==> src/hw/rtl/udp_fragment_link_tracker_top_macros.svh <==
// ----------------------------------------------------------------------------
// UDP fragment link tracker assertion macros
// Shared concurrent assertion forms for the tracker RTL.
// ----------------------------------------------------------------------------
`ifndef UDP_FRAGMENT_LINK_TRACKER_TOP_MACROS_SVH
`define UDP_FRAGMENT_LINK_TRACKER_TOP_MACROS_SVH

// same-cycle implication
`define UFL_ASSERT_IMP(lbl, ck, rn, ante, cons, msg) \
    lbl: assert property (@(posedge ck) disable iff (!rn) (ante) |-> (cons)) \
        else $error(msg);

// next-cycle implication
`define UFL_ASSERT_NXT(lbl, ck, rn, ante, cons, msg) \
    lbl: assert property (@(posedge ck) disable iff (!rn) (ante) |=> (cons)) \
        else $error(msg);

`endif

==> src/hw/rtl/ufl_pkg.sv <==
`timescale 1ns / 1ps
// ----------------------------------------------------------------------------
// ufl_pkg
// Types, codes and constants of the UDP fragment link tracker.
// ----------------------------------------------------------------------------
package ufl_pkg;

    localparam int unsigned DEF_PACKET_BYTES  = 1024;
    localparam int unsigned DEF_MAX_FRAGMENTS = 128;
    localparam int unsigned DEF_PENDING_DEPTH = 16;

    localparam int unsigned HEADER_BYTES = 4;
    localparam int unsigned DELIM_BYTES  = 2;   // CRLF appended to each message

    localparam int TIMEOUT_W = 24;
    localparam int TIMER_W   = 25;
    localparam int PENDING_W = 5;
    localparam int MSG_LEN_W = 20;
    localparam int TOTAL_W   = MSG_LEN_W + 1;
    localparam int CFG_ADDR_W = 4;
    localparam int APB_DATA_W = 32;

    localparam logic [TIMEOUT_W-1:0] RST_DISCONNECT_MS = 24'd10000;
    localparam logic [TIMEOUT_W-1:0] RST_PING_MS       = 24'd1000;
    localparam logic [TIMEOUT_W-1:0] RST_RETRY_MS      = 24'd500;

    typedef enum logic [1:0] {
        OP_TICK   = 2'd0,
        OP_PACKET = 2'd1,
        OP_SEND   = 2'd2
    } op_t;

    typedef enum logic [2:0] {
        PT_EXIT    = 3'd0,
        PT_PONG    = 3'd1,
        PT_PING    = 3'd2,
        PT_SUCCESS = 3'd3,
        PT_USER    = 3'd4
    } ptype_t;

    typedef enum logic [2:0] {
        ST_OK           = 3'd0,
        ST_TOO_LONG     = 3'd1,
        ST_EMPTY        = 3'd2,
        ST_BAD_TYPE     = 3'd3,
        ST_SHORT_HEADER = 3'd4,
        ST_TOO_BIG      = 3'd5,
        ST_PENDING_FULL = 3'd6
    } status_t;

    typedef enum logic [1:0] {
        REG_DISCONNECT = 2'd0,
        REG_PING       = 2'd1,
        REG_RETRY      = 2'd2
    } reg_idx_t;

    typedef struct packed {
        logic [1:0]           operation;
        logic [15:0]          elapsed_ms;
        logic [15:0]          packet_length;
        logic [2:0]           packet_type;
        logic [7:0]           packet_id;
        logic [7:0]           fragment_index;
        logic [7:0]           fragment_count;
        logic [MSG_LEN_W-1:0] msg_bytes;
    } in_item_t;

    typedef struct packed {
        logic       disconnect;
        logic       send_ping;
        logic       send_pong;
        logic       send_success;
        logic       resend_pending;
        logic       accept_payload;
        logic [2:0] status;
        logic [7:0] fragments_to_send;
        logic [7:0] assigned_id;
    } out_item_t;

    typedef struct packed {
        logic [TIMEOUT_W-1:0] disconnect_timeout_ms;
        logic [TIMEOUT_W-1:0] ping_timeout_ms;
        logic [TIMEOUT_W-1:0] retry_timeout_ms;
    } cfg_t;

endpackage

==> src/hw/rtl/ufl_regs.sv <==
`timescale 1ns / 1ps
// ----------------------------------------------------------------------------
// ufl_regs
// APB-style register file holding the three timeout settings.
// ----------------------------------------------------------------------------
module ufl_regs (
    input  logic                           clk,
    input  logic                           rst_n,
    input  logic                           psel,
    input  logic                           penable,
    input  logic                           pwrite,
    input  logic [ufl_pkg::CFG_ADDR_W-1:0] paddr,
    input  logic [ufl_pkg::APB_DATA_W-1:0] pwdata,
    output logic [ufl_pkg::APB_DATA_W-1:0] prdata,
    output logic                           pready,
    output ufl_pkg::cfg_t                  cfg
);
    import ufl_pkg::*;

    cfg_t     cfg_reg;
    logic     wr_en;
    reg_idx_t idx;

    assign pready = 1'b1;
    assign wr_en  = psel && penable && pwrite;
    assign idx    = reg_idx_t'(paddr[3:2]);
    assign cfg    = cfg_reg;

    always_ff @(posedge clk or negedge rst_n)
    begin
        if (!rst_n)
        begin
            cfg_reg.disconnect_timeout_ms <= RST_DISCONNECT_MS;
            cfg_reg.ping_timeout_ms       <= RST_PING_MS;
            cfg_reg.retry_timeout_ms      <= RST_RETRY_MS;
        end
        else if (wr_en)
        begin
            unique case (idx)
                REG_DISCONNECT: cfg_reg.disconnect_timeout_ms <= pwdata[TIMEOUT_W-1:0];
                REG_PING:       cfg_reg.ping_timeout_ms       <= pwdata[TIMEOUT_W-1:0];
                REG_RETRY:      cfg_reg.retry_timeout_ms      <= pwdata[TIMEOUT_W-1:0];
                default:        ;
            endcase
        end
    end

    always_comb
    begin
        prdata = '0;
        unique case (idx)
            REG_DISCONNECT: prdata = APB_DATA_W'(cfg_reg.disconnect_timeout_ms);
            REG_PING:       prdata = APB_DATA_W'(cfg_reg.ping_timeout_ms);
            REG_RETRY:      prdata = APB_DATA_W'(cfg_reg.retry_timeout_ms);
            default:        prdata = '0;
        endcase
    end

endmodule

==> src/hw/rtl/ufl_engine.sv <==
`timescale 1ns / 1ps
// ----------------------------------------------------------------------------
// ufl_engine
// Link state registers and the single-pass decision logic for one item.
// ----------------------------------------------------------------------------
`include "udp_fragment_link_tracker_top_macros.svh"

module ufl_engine #(
    parameter int unsigned PACKET_BYTES  = ufl_pkg::DEF_PACKET_BYTES,
    parameter int unsigned MAX_FRAGMENTS = ufl_pkg::DEF_MAX_FRAGMENTS,
    parameter int unsigned PENDING_DEPTH = ufl_pkg::DEF_PENDING_DEPTH
) (
    input  logic               clk,
    input  logic               rst_n,
    input  logic               commit,
    input  ufl_pkg::in_item_t  item,
    input  ufl_pkg::cfg_t      cfg,
    output ufl_pkg::out_item_t result
);
    import ufl_pkg::*;

    // fragment count = total / CHUNK + 1, the quotient by exact reciprocal multiply
    localparam int unsigned CHUNK   = PACKET_BYTES - HEADER_BYTES;
    localparam int          DIV_L   = $clog2(CHUNK);
    localparam int          DIV_SH  = TOTAL_W + DIV_L;
    localparam longint unsigned DIV_M =
        ((64'd1 << DIV_SH) + longint'(CHUNK) - 64'd1) / longint'(CHUNK);
    localparam int          DIV_MW  = TOTAL_W + 2;
    localparam int          PROD_W  = TOTAL_W + DIV_MW;
    localparam longint unsigned BIG_LIMIT = longint'(MAX_FRAGMENTS) * longint'(CHUNK);

    logic [TIMER_W-1:0]   de_reg, pe_reg, re_reg;
    logic [TIMER_W-1:0]   de_next, pe_next, re_next;
    logic [7:0]           em_reg, ef_reg, et_reg;
    logic [7:0]           em_next, ef_next, et_next;
    logic                 waiting_reg, waiting_next;
    logic [7:0]           next_id_reg, next_id_next;
    logic [PENDING_W-1:0] pending_reg, pending_next;

    logic [TIMER_W:0]     de_sum, pe_sum, re_sum;
    logic [TIMER_W-1:0]   de_sat, pe_sat, re_sat;
    logic [TOTAL_W-1:0]   total;
    logic [PROD_W-1:0]    prod, quo;
    logic                 too_big;
    logic [7:0]           frag_inc;
    logic                 in_order;

    // saturating timer advance
    assign de_sum = {1'b0, de_reg} + (TIMER_W + 1)'(item.elapsed_ms);
    assign pe_sum = {1'b0, pe_reg} + (TIMER_W + 1)'(item.elapsed_ms);
    assign re_sum = {1'b0, re_reg} + (TIMER_W + 1)'(item.elapsed_ms);
    assign de_sat = de_sum[TIMER_W] ? '1 : de_sum[TIMER_W-1:0];
    assign pe_sat = pe_sum[TIMER_W] ? '1 : pe_sum[TIMER_W-1:0];
    assign re_sat = re_sum[TIMER_W] ? '1 : re_sum[TIMER_W-1:0];

    assign total   = TOTAL_W'(item.msg_bytes) + TOTAL_W'(DELIM_BYTES);
    assign prod    = PROD_W'(total) * PROD_W'(DIV_M);
    assign quo     = prod >> DIV_SH;
    assign too_big = 64'(total) >= 64'(BIG_LIMIT);

    assign frag_inc = ef_reg + 8'd1;
    assign in_order = (item.packet_id == em_reg) && (item.fragment_index == ef_reg)
                   && (waiting_reg || (item.fragment_count == et_reg));

    always_comb
    begin
        result       = '0;
        de_next      = de_reg;
        pe_next      = pe_reg;
        re_next      = re_reg;
        em_next      = em_reg;
        ef_next      = ef_reg;
        et_next      = et_reg;
        waiting_next = waiting_reg;
        next_id_next = next_id_reg;
        pending_next = pending_reg;

        unique case (op_t'(item.operation))
            OP_TICK:
            begin
                de_next = de_sat;
                pe_next = pe_sat;
                re_next = re_sat;
                if (de_sat > {1'b0, cfg.disconnect_timeout_ms})
                begin
                    result.disconnect = 1'b1;   // ping and retry checks skipped
                end
                else
                begin
                    if (pe_sat > {1'b0, cfg.ping_timeout_ms})
                    begin
                        pe_next          = '0;
                        result.send_ping = 1'b1;
                    end
                    if (re_sat > {1'b0, cfg.retry_timeout_ms})
                    begin
                        result.resend_pending = (pending_reg != '0);
                        re_next               = '0;
                    end
                end
            end

            OP_PACKET:
            begin
                if (item.packet_length > 16'(PACKET_BYTES))
                begin
                    result.status = ST_TOO_LONG;
                end
                else if (item.packet_length == '0)
                begin
                    result.status = ST_EMPTY;
                end
                else
                begin
                    unique case (ptype_t'(item.packet_type))
                        PT_EXIT:    result.disconnect = 1'b1;
                        PT_PONG:    de_next = '0;
                        PT_PING:    result.send_pong = 1'b1;
                        PT_SUCCESS:
                        begin
                            if (pending_reg != '0)
                            begin
                                pending_next = pending_reg - PENDING_W'(1);
                                re_next      = '0;
                            end
                        end
                        PT_USER:
                        begin
                            if (item.packet_length < 16'(HEADER_BYTES))
                            begin
                                result.status = ST_SHORT_HEADER;
                            end
                            else if (in_order)
                            begin
                                if (frag_inc == item.fragment_count)
                                begin
                                    // last fragment: message complete
                                    waiting_next        = 1'b1;
                                    et_next             = '0;
                                    ef_next             = '0;
                                    em_next             = em_reg + 8'd1;
                                    result.send_success = 1'b1;
                                end
                                else
                                begin
                                    waiting_next = 1'b0;
                                    et_next      = item.fragment_count;
                                    ef_next      = frag_inc;
                                end
                                re_next               = '0;
                                result.accept_payload = 1'b1;
                            end
                        end
                        default:    result.status = ST_BAD_TYPE;
                    endcase
                end
            end

            OP_SEND:
            begin
                if (too_big)
                begin
                    result.status = ST_TOO_BIG;
                end
                else if (pending_reg >= PENDING_W'(PENDING_DEPTH))
                begin
                    result.status = ST_PENDING_FULL;
                end
                else
                begin
                    de_next                  = '0;
                    result.fragments_to_send = quo[7:0] + 8'd1;
                    result.assigned_id       = next_id_reg;
                    next_id_next             = next_id_reg + 8'd1;
                    pending_next             = pending_reg + PENDING_W'(1);
                end
            end

            default: ;
        endcase
    end

    always_ff @(posedge clk or negedge rst_n)
    begin
        if (!rst_n)
        begin
            de_reg      <= '0;
            pe_reg      <= '0;
            re_reg      <= '0;
            em_reg      <= '0;
            ef_reg      <= '0;
            et_reg      <= '0;
            waiting_reg <= 1'b1;
            next_id_reg <= '0;
            pending_reg <= '0;
        end
        else if (commit)
        begin
            de_reg      <= de_next;
            pe_reg      <= pe_next;
            re_reg      <= re_next;
            em_reg      <= em_next;
            ef_reg      <= ef_next;
            et_reg      <= et_next;
            waiting_reg <= waiting_next;
            next_id_reg <= next_id_next;
            pending_reg <= pending_next;
        end
    end

    `UFL_ASSERT_IMP(a_pending_bound, clk, rst_n, 1'b1, pending_reg <= PENDING_W'(PENDING_DEPTH), "pending over depth")
    `UFL_ASSERT_IMP(a_waiting_clean, clk, rst_n, waiting_reg, (et_reg == '0) && (ef_reg == '0), "stale fragments")
    `UFL_ASSERT_NXT(a_full_no_change, clk, rst_n, commit && (result.status == ST_PENDING_FULL), $stable(pending_reg) && $stable(next_id_reg), "refused send changed state")

endmodule

==> src/hw/rtl/udp_fragment_link_tracker_top.sv <==
`timescale 1ns / 1ps
// ----------------------------------------------------------------------------
// udp_fragment_link_tracker_top
// Link-state tracker for a small reliable UDP scheme.
//
// Input channel (in_valid/in_stall/in_data) carries ticks, received packet
// headers and local send requests; output channel (out_valid/out_stall/
// out_data) returns exactly one result transaction per input transaction,
// in order. Timeouts are set over the APB-style port (0x0 disconnect,
// 0x4 ping, 0x8 retry); the user must set them only while the block is
// idle, which the block does not enforce. An accepted item waits in the
// input register; its result goes into the result register as it advances.
// Throughput: one transaction per cycle while out_stall is low; the link
// state is read and updated in the single logic pass between those two
// registers, so consecutive items see each other's effect with no bubble.
// When out_stall holds a finished result, the item in the input register
// waits and in_stall rises only once the input register is also occupied.
// Reset clears both pipeline stages, restores default timeouts and returns
// the link state to its initial values; no clearing sweep is needed.
// ----------------------------------------------------------------------------
`include "udp_fragment_link_tracker_top_macros.svh"

module udp_fragment_link_tracker_top #(
    parameter int unsigned PACKET_BYTES  = ufl_pkg::DEF_PACKET_BYTES,
    parameter int unsigned MAX_FRAGMENTS = ufl_pkg::DEF_MAX_FRAGMENTS,
    parameter int unsigned PENDING_DEPTH = ufl_pkg::DEF_PENDING_DEPTH
) (
    input  logic                           clk,
    input  logic                           rst_n,
    input  logic                           in_valid,
    output logic                           in_stall,
    input  ufl_pkg::in_item_t              in_data,
    output logic                           out_valid,
    input  logic                           out_stall,
    output ufl_pkg::out_item_t             out_data,
    input  logic                           psel,
    input  logic                           penable,
    input  logic                           pwrite,
    input  logic [ufl_pkg::CFG_ADDR_W-1:0] paddr,
    input  logic [ufl_pkg::APB_DATA_W-1:0] pwdata,
    output logic [ufl_pkg::APB_DATA_W-1:0] prdata,
    output logic                           pready
);
    import ufl_pkg::*;

    cfg_t      cfg;
    in_item_t  in_data_reg;
    logic      in_valid_reg;
    out_item_t out_data_reg;
    logic      out_valid_reg;
    out_item_t result;
    logic      advance;
    logic      accept;

    assign advance   = in_valid_reg && (!out_valid_reg || !out_stall);
    assign in_stall  = in_valid_reg && !advance;
    assign accept    = in_valid && !in_stall;
    assign out_valid = out_valid_reg;
    assign out_data  = out_data_reg;

    ufl_regs u_regs (
        .clk     (clk),
        .rst_n   (rst_n),
        .psel    (psel),
        .penable (penable),
        .pwrite  (pwrite),
        .paddr   (paddr),
        .pwdata  (pwdata),
        .prdata  (prdata),
        .pready  (pready),
        .cfg     (cfg)
    );

    ufl_engine #(
        .PACKET_BYTES  (PACKET_BYTES),
        .MAX_FRAGMENTS (MAX_FRAGMENTS),
        .PENDING_DEPTH (PENDING_DEPTH)
    ) u_engine (
        .clk    (clk),
        .rst_n  (rst_n),
        .commit (advance),
        .item   (in_data_reg),
        .cfg    (cfg),
        .result (result)
    );

    always_ff @(posedge clk or negedge rst_n)
    begin
        if (!rst_n)
        begin
            in_valid_reg  <= 1'b0;
            out_valid_reg <= 1'b0;
        end
        else
        begin
            if (accept)
            begin
                in_valid_reg <= 1'b1;
            end
            else if (advance)
            begin
                in_valid_reg <= 1'b0;
            end

            if (advance)
            begin
                out_valid_reg <= 1'b1;
            end
            else if (!out_stall)
            begin
                out_valid_reg <= 1'b0;
            end
        end
    end

    always_ff @(posedge clk)
    begin
        if (accept)
        begin
            in_data_reg <= in_data;
        end
        if (advance)
        begin
            out_data_reg <= result;
        end
    end

    `UFL_ASSERT_NXT(a_advance_result, clk, rst_n, advance, out_valid_reg, "committed transaction produced no result")
    `UFL_ASSERT_NXT(a_accept_loads, clk, rst_n, accept, in_valid_reg, "accepted transaction not held in input stage")
    `UFL_ASSERT_IMP(a_empty_no_stall, clk, rst_n, !in_valid_reg, !in_stall, "stall raised with empty input stage")

endmodule

==> config.mk <==
export PLATFORM = sky130hd
export DESIGN_NAME = udp_fragment_link_tracker_top
export DESIGN_NICKNAME = d
export VERILOG_FILES = /design/src/hw/rtl/ufl_pkg.sv /design/src/hw/rtl/ufl_regs.sv /design/src/hw/rtl/ufl_engine.sv /design/src/hw/rtl/udp_fragment_link_tracker_top.sv
export VERILOG_INCLUDE_DIRS = /design/src /design/src/hw/rtl
export SDC_FILE = /design/constraint.sdc
export NUM_CORES = 1
export LEC_CHECK = 0
export ABC_CLOCK_PERIOD_IN_PS = 9000
export BUFFER_PORTS_ARGS = -buffer_cell sky130_fd_sc_hd__buf_2
export CAP_MARGIN = 20
export CORE_ASPECT_RATIO = 0.6
export CORE_MARGIN = 3
export CORE_UTILIZATION = 50
export CTS_CLUSTER_DIAMETER = 150
export DETAILED_ROUTE_END_ITERATION = 12
export PLACE_DENSITY = 0.65
export SLEW_MARGIN = 0
export SYNTH_ARGS = -nofsm -noshare
export SYNTH_HDL_FRONTEND = slang
export SYNTH_SLANG_ARGS = --single-unit
==> constraint.sdc <==
create_clock -name clk -period 9 [get_ports clk]
set_input_delay 1.35 -clock clk [delete_from_list [all_inputs] [get_ports clk]]
set_output_delay 1.35 -clock clk [all_outputs]
set_load 0.02 [all_outputs]
## Word-level counts from Yosys, hierarchy flattened

Cells that the tools add are included.

- Register bits after elaboration: 293
- Input port bits: 124

- Equal/unequal tests: 24
- Reductions and logical operators: 39
- Muxes and demuxes: 50
- Multiply operators: 1
- Add/sub/neg operators: 10
- Bitwise gates (word level): 11
- Magnitude comparators: 7

Operators by type and width:

| operator | count |
|---|---|
| 2-to-1 mux 25 bit | 17 |
| one-hot mux 25 bit (2 select lines) | 2 |
| adder 25 x 16 -> 26 bit | 3 |
| greater-than comparator 25 x 24 -> 1 bit | 3 |
| one-hot mux 25 bit (3 select lines) | 1 |
| one-hot mux 24 bit (3 select lines) | 1 |
| multiplier 21 x 22 -> 39 bit (second input constant) | 1 |
| adder 8 x 1 -> 8 bit (second input constant) | 4 |
| equality test 8 bit | 4 |
| 2-to-1 mux 5 bit | 6 |
| AND reduction 8 bit | 3 |
| adder 20 x 2 -> 21 bit (second input constant) | 1 |
| greater-or-equal comparator 21 x 17 -> 1 bit (second input constant) | 1 |
| greater-than comparator 16 x 11 -> 1 bit (second input constant) | 1 |
| logical NOT 16 bit | 1 |
| less-than comparator 16 x 3 -> 1 bit (second input constant) | 1 |
| 2-to-1 mux 8 bit | 2 |
| 2-to-1 mux 3 bit | 5 |
| AND reduction 7 bit | 2 |
| 2-to-1 mux 1 bit | 12 |
| inequality test 2 bit (second input constant) | 6 |
| one-hot mux 3 bit (2 select lines) | 2 |
| NOT 1 bit | 11 |
| one-hot mux 5 bit (2 select lines) | 1 |
| other kinds (27) | 51 |

## Longest topological paths before layout

Gate-level depths: netlist of run 1.

- Depth after elaboration: 9
- Depth in mapped cells: 26
- Depth with buffers taken out: 25

## Hierarchy

From an unflattened synthesis of run 1, not the netlist that was laid out.

- Cells, all modules: 1974
- Area total of the unflattened synthesis: 20179.4 sq um

By module, submodules not included:

| module | cells each | instances | area each (sq um) |
|---|---|---|---|
| ufl_engine | 1612 | 1 | 13519.2 |
| ufl_regs | 248 | 1 | 3384.5 |
| udp_fragment_link_tracker_top | 114 | 1 | 3275.6 |

## Worst setup path before layout of run 1

Ideal clock, no wire load.

- Kind: register to register
- Start: reg in_data_reg[1] (netlist name)
- End: reg out_data_reg, in the netlist out_data[15] (data pin)
- Required time: 8.739 ns
- Period minus slack after synthesis: 6.002 ns
- Setup time: 0.261 ns
- Buffers on the path: 0
- Stages on the path, launching flop included: 24
- Path slack: 2.998 ns
- Arrival time: 5.742 ns
- Path through: edfxtp_1 -> and4_1 -> nand2_1 -> nor4_1 -> nand2_1 -> xnor2_1 -> ha_1 -> inv_1 -> fa_1 -> fa_1 -> inv_1 -> ha_1 -> ha_1 -> ha_1 -> a211oi_1 -> o21ai_0 -> o2111ai_1 -> o211ai_1 -> o21ba_2 -> nor4_1 -> nand4_1 -> maj3_1 -> xnor2_1 -> nor2_1

- Cells in the longest elaborated chain, start to end: 3

Ends and longest elaborated chain:

| item | line | RTL |
|---|---|---|
| start: declaration | udp_fragment_link_tracker_top.sv:47 | `in_item_t in_data_reg;` |
| start signal: assignment | udp_fragment_link_tracker_top.sv:120 | `in_data_reg <= in_data;` |
| adder 20 x 2 -> 21 bit (*) | ufl_engine.sv:56 | `assign total = TOTAL_W'(item.msg_bytes) + TOTAL_W'(DELIM_BYTES);` |
| multiplier 21 x 22 -> 39 bit or greater-or-equal comparator 21 x 17 -> 1 bit (tied branches) | ufl_engine.sv:57, ufl_engine.sv:59 |  |
| adder 8 x 1 -> 8 bit or OR reduction 3 bit (tied branches) | n/a |  |
| end signal: assignment | udp_fragment_link_tracker_top.sv:124 | `out_data_reg <= result;` |
| end: declaration | udp_fragment_link_tracker_top.sv:49 | `out_item_t out_data_reg;` |

Every way passes the cells marked *; elsewhere a longest branch is shown, timed or not.
A chain may end at the register's enable or synchronous reset.

## Worst setup path in the final report of run 1

Same ends and word-level chain as after synthesis.

==> results of run 1 <==
[power breakdown]
group | total [mW] | internal (mW) | switching [mW]
Sequential | 1.82 | 1.64 | 0.186
Clock | 1.29 | 0.728 | 0.562
Combinational | 2.55 | 1.06 | 1.49
Total | 5.66 | 3.43 | 2.24
[cells in the final DEF (no fill, tap or decap), types with 38 or more instances in the layout]
master	count
a21o_1	73
a21oi_1	90
buf_2	163
dfrtp_1	169
edfxtp_1	106
ha_1	247
inv_1	158
nand2_1	226
nand3_1	41
nand4_1	38
nor2_1	96
o21ai_0	150
xnor2_1	71
xor2_1	63
[layer usage]
layer | up-vias | global-route usage (%) | wire length (um)
met5 | - | 0 | 0
met4 | 0 | 4.31 | 877
met3 | 59 | 6.42 | 5190
met2 | 597 | 34.7 | 21000
met1 | 7563 | 39.9 | 27000
li1 | 7562 | - | -
[cell type report]
| cell class | count | area (sq um) |
|---|---|---|
| inverter | 159 | 597 |
| clock inverter | 13 | 119 |
| timing repair buffer | 181 | 957 |
| clock buffer | 45 | 900 |
| sequential | 293 | 7890 |
| multi-input combinational | 1515 | 11200 |
| fill | 3490 | 16900 |
| tap | 522 | 653 |
[cells by family (layout without fill, tap and decap cells)]
logic type / after synthesis / after routing
XOR/XNOR: 134 / 134
other: 2 / 9
adder cells (fa/ha/maj): 266 / 266
flip-flops: 293 / 293
multiplexers: 58 / 58
AND/OR/NAND/NOR: 557 / 557
buffers and inverters: 229 / 398
AO/OA/AOI/OAI: 491 / 491
[worst min-delay path by stage]
stage                            startpoint                      end  slack (ns)  cells after the start
floorplan           u_engine.next_id_reg[7]  u_engine.next_id_reg[7]        0.44                      1
CTS                 u_engine.next_id_reg[7]  u_engine.next_id_reg[7]        0.47                      1
detailed placement  u_engine.next_id_reg[7]  u_engine.next_id_reg[7]        0.46                      1
global route        u_engine.next_id_reg[7]  u_engine.next_id_reg[7]        0.49                      1
finish              u_engine.next_id_reg[7]  u_engine.next_id_reg[7]        0.46                      1
global placement    u_engine.next_id_reg[7]  u_engine.next_id_reg[7]        0.46                      1
[Yosys cell counts (4+ instances only)]
cell        n  area [sq um]
o31ai_1    11          82.6
mux2_2     32           360
inv_1     158           593
and2_1     24           150
mux2i_1    26           260
o211ai_1    7          52.6
xnor2_1    71           622
buf_2       5          25.0
and3_1     25           156
nand2b_1   15          93.8
nand2_1   226           848
nand4_1    38           238
nand3_1    41           205
o21a_1     17           128
o22ai_1     4          25.0
o31a_1      4          35.0
buf_1       5          18.8
nor2b_1    18           113
nor4_1     14          87.6
or3_1       7          43.8
edfxtp_1  106          3180
fa_1       18           360
nor2_1     96           360
nor3b_1     6          45.0
a21oi_1    90           450
clkbuf_1   45           169
a22o_1     32           280
buf_4      12          90.1
nor3_1     24           120
xor2_1     63           552
dfstp_2    18           473
ha_1      247          3090
o21ai_1     4          20.0
dfrtp_1   169          4230
o31ai_2    11           138
a31oi_1    18           113
a211oi_1   29           218
a21o_1     73           548
o21ai_0   150           751
[per-stage QoR]
| stage | cell area, sq um | hold slack [ns] | power, mW |
|---|---|---|---|
| 4_1_cts | 22300 | 0.469 | 5.66 |
| 3_5_place_dp | 21300 | 0.458 | 4.34 |
| 3_3_place_gp | 21300 | 0.457 | 4.25 |
| 2_1_floorplan | 20000 | 0.438 | 3.65 |
| 6_report | 22300 | 0.464 | 5.66 |
| 5_1_grt | 22300 | 0.494 | 6.11 |
==> metrics.txt, run 1 <==
placed wire-length estimate 41.7 mm; Post-Route Setup TNS 0 ns; hold crit path type flip-flop to flip-flop; Worst-Margin Slew 0.897 ns; status complete, no violations; Final Critical Period 7.40 ns; global-route wire length before repair 84.9 mm; hold_buf cts 0; r2r endpoint out_data[15]; critical path arrival 7.73 ns; Largest delay share family, worst path adder cells; die area 42500 sq um; die height 161 um; final-report setup violation count 0; post-synthesis simple-gate area fraction 13.4%; max FFs per register 81; main combinational cell family by area after synthesis adder cells; Buf/Inv on CP 2; vias per cell 5.78; Mapped Area 20000 sq um; share of layout cells above drive strength 1 14.4%; RR Startpoint in_data_reg[1]; Ys Warns 0; Seq/Total Area, Yosys 39.5%; number of synthesized flops with an enable pin 106; Syn Inst Count 2030; dpl cells 2670; crit path launch type flip-flop; Syn-to-layout area delta 11.8%; Distinct cells, synth 83; CTS tree yes; pwr dens 254 nW/um^2; Setup crit start in_data_reg[1]; critical-path maximum fanout 6; Critical path destination out_data[15]; row count 56; relative slew slack 39.9%; Final nets 2570; post-synthesis mux area share 3.11%; CP max stage cell nor4_1; Setup Buffers After CTS 0; Place WS 1.69 ns; final period utilization 82.2%; max-slew violations 0; WL/cell 19.8 um; Clk pin slew, worst setup/hold paths 0.06 ns; IO Pins 184; Setup crit end kind flip-flop; critical path start-end classification flip-flop to flip-flop; Worst R2R Path Depth 23; Skew-Pair Late Insertion Delay 0.59 ns; antenna violations before repair 0; Worst path max stage delay 0.62 ns; die width 264 um; post-synthesis async set-or-reset flop share 63.8%; Non-Filler Instances 2728; number of buffers created by CTS 31; Post-Route Skew 0.0129 ns; Core ar. 39200 sq um; CP required 9.33 ns; internal reg-to-reg setup slack 1.60 ns; CTS resizes 0; number of diodes 0; GRT Util Overall 25.2%; vias 15781; total of max-cap violations 0; total wire length 54.1 mm; CTS HTree Levels 1; Initial Utilization 50.9%; clk buf depth 3; largest net degree at the start of global routing 66; unrepaired setup endpoints after global routing false; DR iter-0 viols 1519; #FFs+latches synth 293; Antenna Nets Post-Route 0; CP cell instances and4_1 -> nand2_1 -> nor4_1 -> nand2_1 -> xnor2_1 -> ha_1 -> inv_1 -> fa_1 -> fa_1 -> inv_1 -> ha_1 -> ha_1 -> ha_1 -> a211oi_1 -> o21ai_0 -> o2111ai_1 -> o211ai_1 -> o21ba_2 -> nor4_1 -> nand4_1 -> maj3_1 -> xnor2_1 -> nor2_1; Compound-Gate Fraction of Synth Area 16.2%; DRT Pass-1 Iters 5; leakage 10.8 nW; Final WS setup 1.60 ns; CTS sink count 293; WP depth 23; Adder-Cell Fraction of Synth Area 17.3%; remaining global-route overflow 0; RD Place Congestion 0.915; Top cell by count, worst path ha_1; worst vdd ir 0.000155 V; Top FF cell, synth dfrtp_1; vias in the first global route 15353; Synth Area in XOR/XNOR 5.87%; Fmax 135 MHz; Post-Syn Area per Cell 9.85 sq um; final hold vios 0; DR DRC count 0; CTS root buffer clkbuf_16; final core utilization 56.9%; PortBufs 164
Power figures use the tool's default switching activity.
==> run 2, diff against run 1 <==
--- a/config.mk
+++ b/config.mk
@@ -6,7 +6,7 @@
 export SDC_FILE = /design/constraint.sdc
 export NUM_CORES = 1
 export LEC_CHECK = 0
-export ABC_CLOCK_PERIOD_IN_PS = 9000
+export ABC_CLOCK_PERIOD_IN_PS = 7200
 export BUFFER_PORTS_ARGS = -buffer_cell sky130_fd_sc_hd__buf_2
 export CAP_MARGIN = 20
 export CORE_ASPECT_RATIO = 0.6
==> constraint.sdc (replaced) <==
create_clock -name clk -period 7.2 [get_ports clk]
set_input_delay 1.08 -clock clk [delete_from_list [all_inputs] [get_ports clk]]
set_output_delay 1.08 -clock clk [all_outputs]
set_load 0.02 [all_outputs]
==> run 2 against run 1 <==
Against the previous run: routed wire length decreased by 0.99%; non-clock buffer count increased by 7; clock-buffer cell count decreased by 13; first-iteration DRC count increased by 2.4%; global-route usage decreased by 0.23 points; via count decreased by 0.10%; clock skew increased by 0.0052 ns; power increased by 27%; die area unchanged; fmax increased by 9.5%; critical path type unchanged; highest routed layer is now met5.
==> metrics.txt, run 2 (same netlist as run 1, synthesis figures left out) <==
status complete, no violations; vias per cell 5.77; CP required 7.52 ns; most frequent cells in the layout 247 x ha_1, 226 x nand2_1, 169 x dfrtp_1, 163 x buf_2, 158 x inv_1; antenna violations before repair 1; final-report setup violation count 0; relative slew slack 29.4%; share of layout cells above drive strength 1 14.9%; hold crit path type input pin to async pin; Non-Filler Instances 2733; RR Startpoint in_data_reg[1]; final hold vios 0; Worst R2R Path Depth 23; multi-input logic area 11200 sq um; Final nets 2576; largest net degree at the start of global routing 82; commonest non-fill, non-tap cell in the layout ha_1; DR iter-0 viols 1555; Filler cells 3489; r2r endpoint out_data[15]; Post-Route Setup TNS 0 ns; DRT Pass-1 Iters 6; Fmax 148 MHz; Clk pin slew, worst setup/hold paths 0.07 ns; unrepaired setup endpoints after global routing false; Setup Buffers After CTS 0; Syn-to-layout area delta 12.5%; CTS tree yes; worst vdd ir 0.000191 V; Setup crit end kind flip-flop; dpl cells 2676; Initial Utilization 50.9%; final period utilization 93.9%; remaining global-route overflow 0; IO Pins 184; Place WS 0.585 ns; CTS sink count 293; crit path launch type flip-flop; critical-path maximum fanout 6; Antenna Nets Post-Route 0; number of diodes 0; internal reg-to-reg setup slack 0.44 ns; die width 264 um; total wire length 53.6 mm; critical path start-end classification flip-flop to flip-flop; DR DRC count 0; Core ar. 39200 sq um; critical path arrival 7.08 ns; Final WS setup 0.442 ns; placed wire-length estimate 41.3 mm; number of buffers created by CTS 30; vias in the first global route 15024; Seq. cell area 7890 sq um; max FFs per register 81; Final Critical Period 6.76 ns; Post-Route Skew 0.0181 ns; Skew-Pair Late Insertion Delay 0.58 ns; global-route wire length before repair 84.2 mm; CTS HTree Levels 1; WL/cell 19.6 um; hold_buf cts 0; vias 15765; CTS root buffer clkbuf_16; max-slew violations 0; Worst-Margin Slew 1.06 ns; total of max-cap violations 0; GRT Util Overall 25.0%; die area 42500 sq um; leakage 10.8 nW; row count 56; Final Power 7.18 mW; pwr dens 319 nW/um^2; die height 161 um; Setup crit start in_data_reg[1]; PortBufs 164; CTS resizes 0; RD Place Congestion 0.949; clk buf depth 3
## run 2: worst max path at each step
| stage | cells past startpoint | end | slack (ns) |
|---|---|---|---|
| floorplan | 23 | out_data[15] | 1.20 |
| global placement | 23 | out_data[15] | 0.60 |
| detailed placement | 23 | out_data[15] | 0.58 |
| CTS | 23 | out_data[15] | 0.50 |
| global route | 23 | out_data[15] | 0.05 |
| finish | 23 | out_data[15] | 0.44 |
## run 2: where the power goes
group          switching (mW)  internal [mW]  leakage, nW  total (mW)
Clock                   0.733          0.988        0.514        1.72
Combinational            1.86           1.33         6.92        3.18
Sequential              0.228           2.05         3.39        2.27
Total                    2.82           4.36         10.8        7.18
## run 2: final cells by class
| class | instances | area share (%) |
|---|---|---|
| tap | 522 | 2.91 |
| clock buffer | 32 | 3.51 |
| timing repair buffer | 188 | 4.58 |
| multi-input combinational | 1515 | 49.9 |
| clock inverter | 24 | 1.32 |
| sequential | 293 | 35.1 |
| inverter | 159 | 2.66 |
## run 2: critical path, cell delays in order, from the launching register on
cell and delay [ns]:
edfxtp_1 0.56, and4_1 0.29, nand2_1 0.17, nor4_1 0.56, nand2_1 0.15, xnor2_1 0.23, ha_1 0.19, inv_1 0.05
fa_1 0.46, fa_1 0.54, inv_1 0.04, ha_1 0.28, ha_1 0.30, ha_1 0.32, a211oi_1 0.23, o21ai_0 0.22
o2111ai_1 0.27, o211ai_1 0.18, o21ba_2 0.27, nor4_1 0.37, nand4_1 0.18, maj3_1 0.41, xnor2_1 0.16, nor2_1 0.05
## run 2: metrics by stage
| stage | area (sq um) | util, % | hold slack (ns) |
|---|---|---|---|
| 6_report | 22500 | 57.3 | 0.460 |
| 2_1_floorplan | 20000 | - | 0.438 |
| 4_1_cts | 22500 | 57.2 | 0.451 |
| 3_3_place_gp | 21400 | 54.4 | 0.457 |
| 5_1_grt | 22500 | 57.3 | 0.482 |
| 3_5_place_dp | 21400 | 54.4 | 0.459 |
## run 2: per-layer routing
metal | GRT usage [%] | share of wire (%) | vias up
li1 | - | - | 7574
met1 | 40.3 | 51 | 7589
met2 | 33.6 | 38 | 534
met3 | 6.19 | 8.9 | 66
met4 | 4.16 | 1.6 | 2
met5 | 0 | 0.024 | -
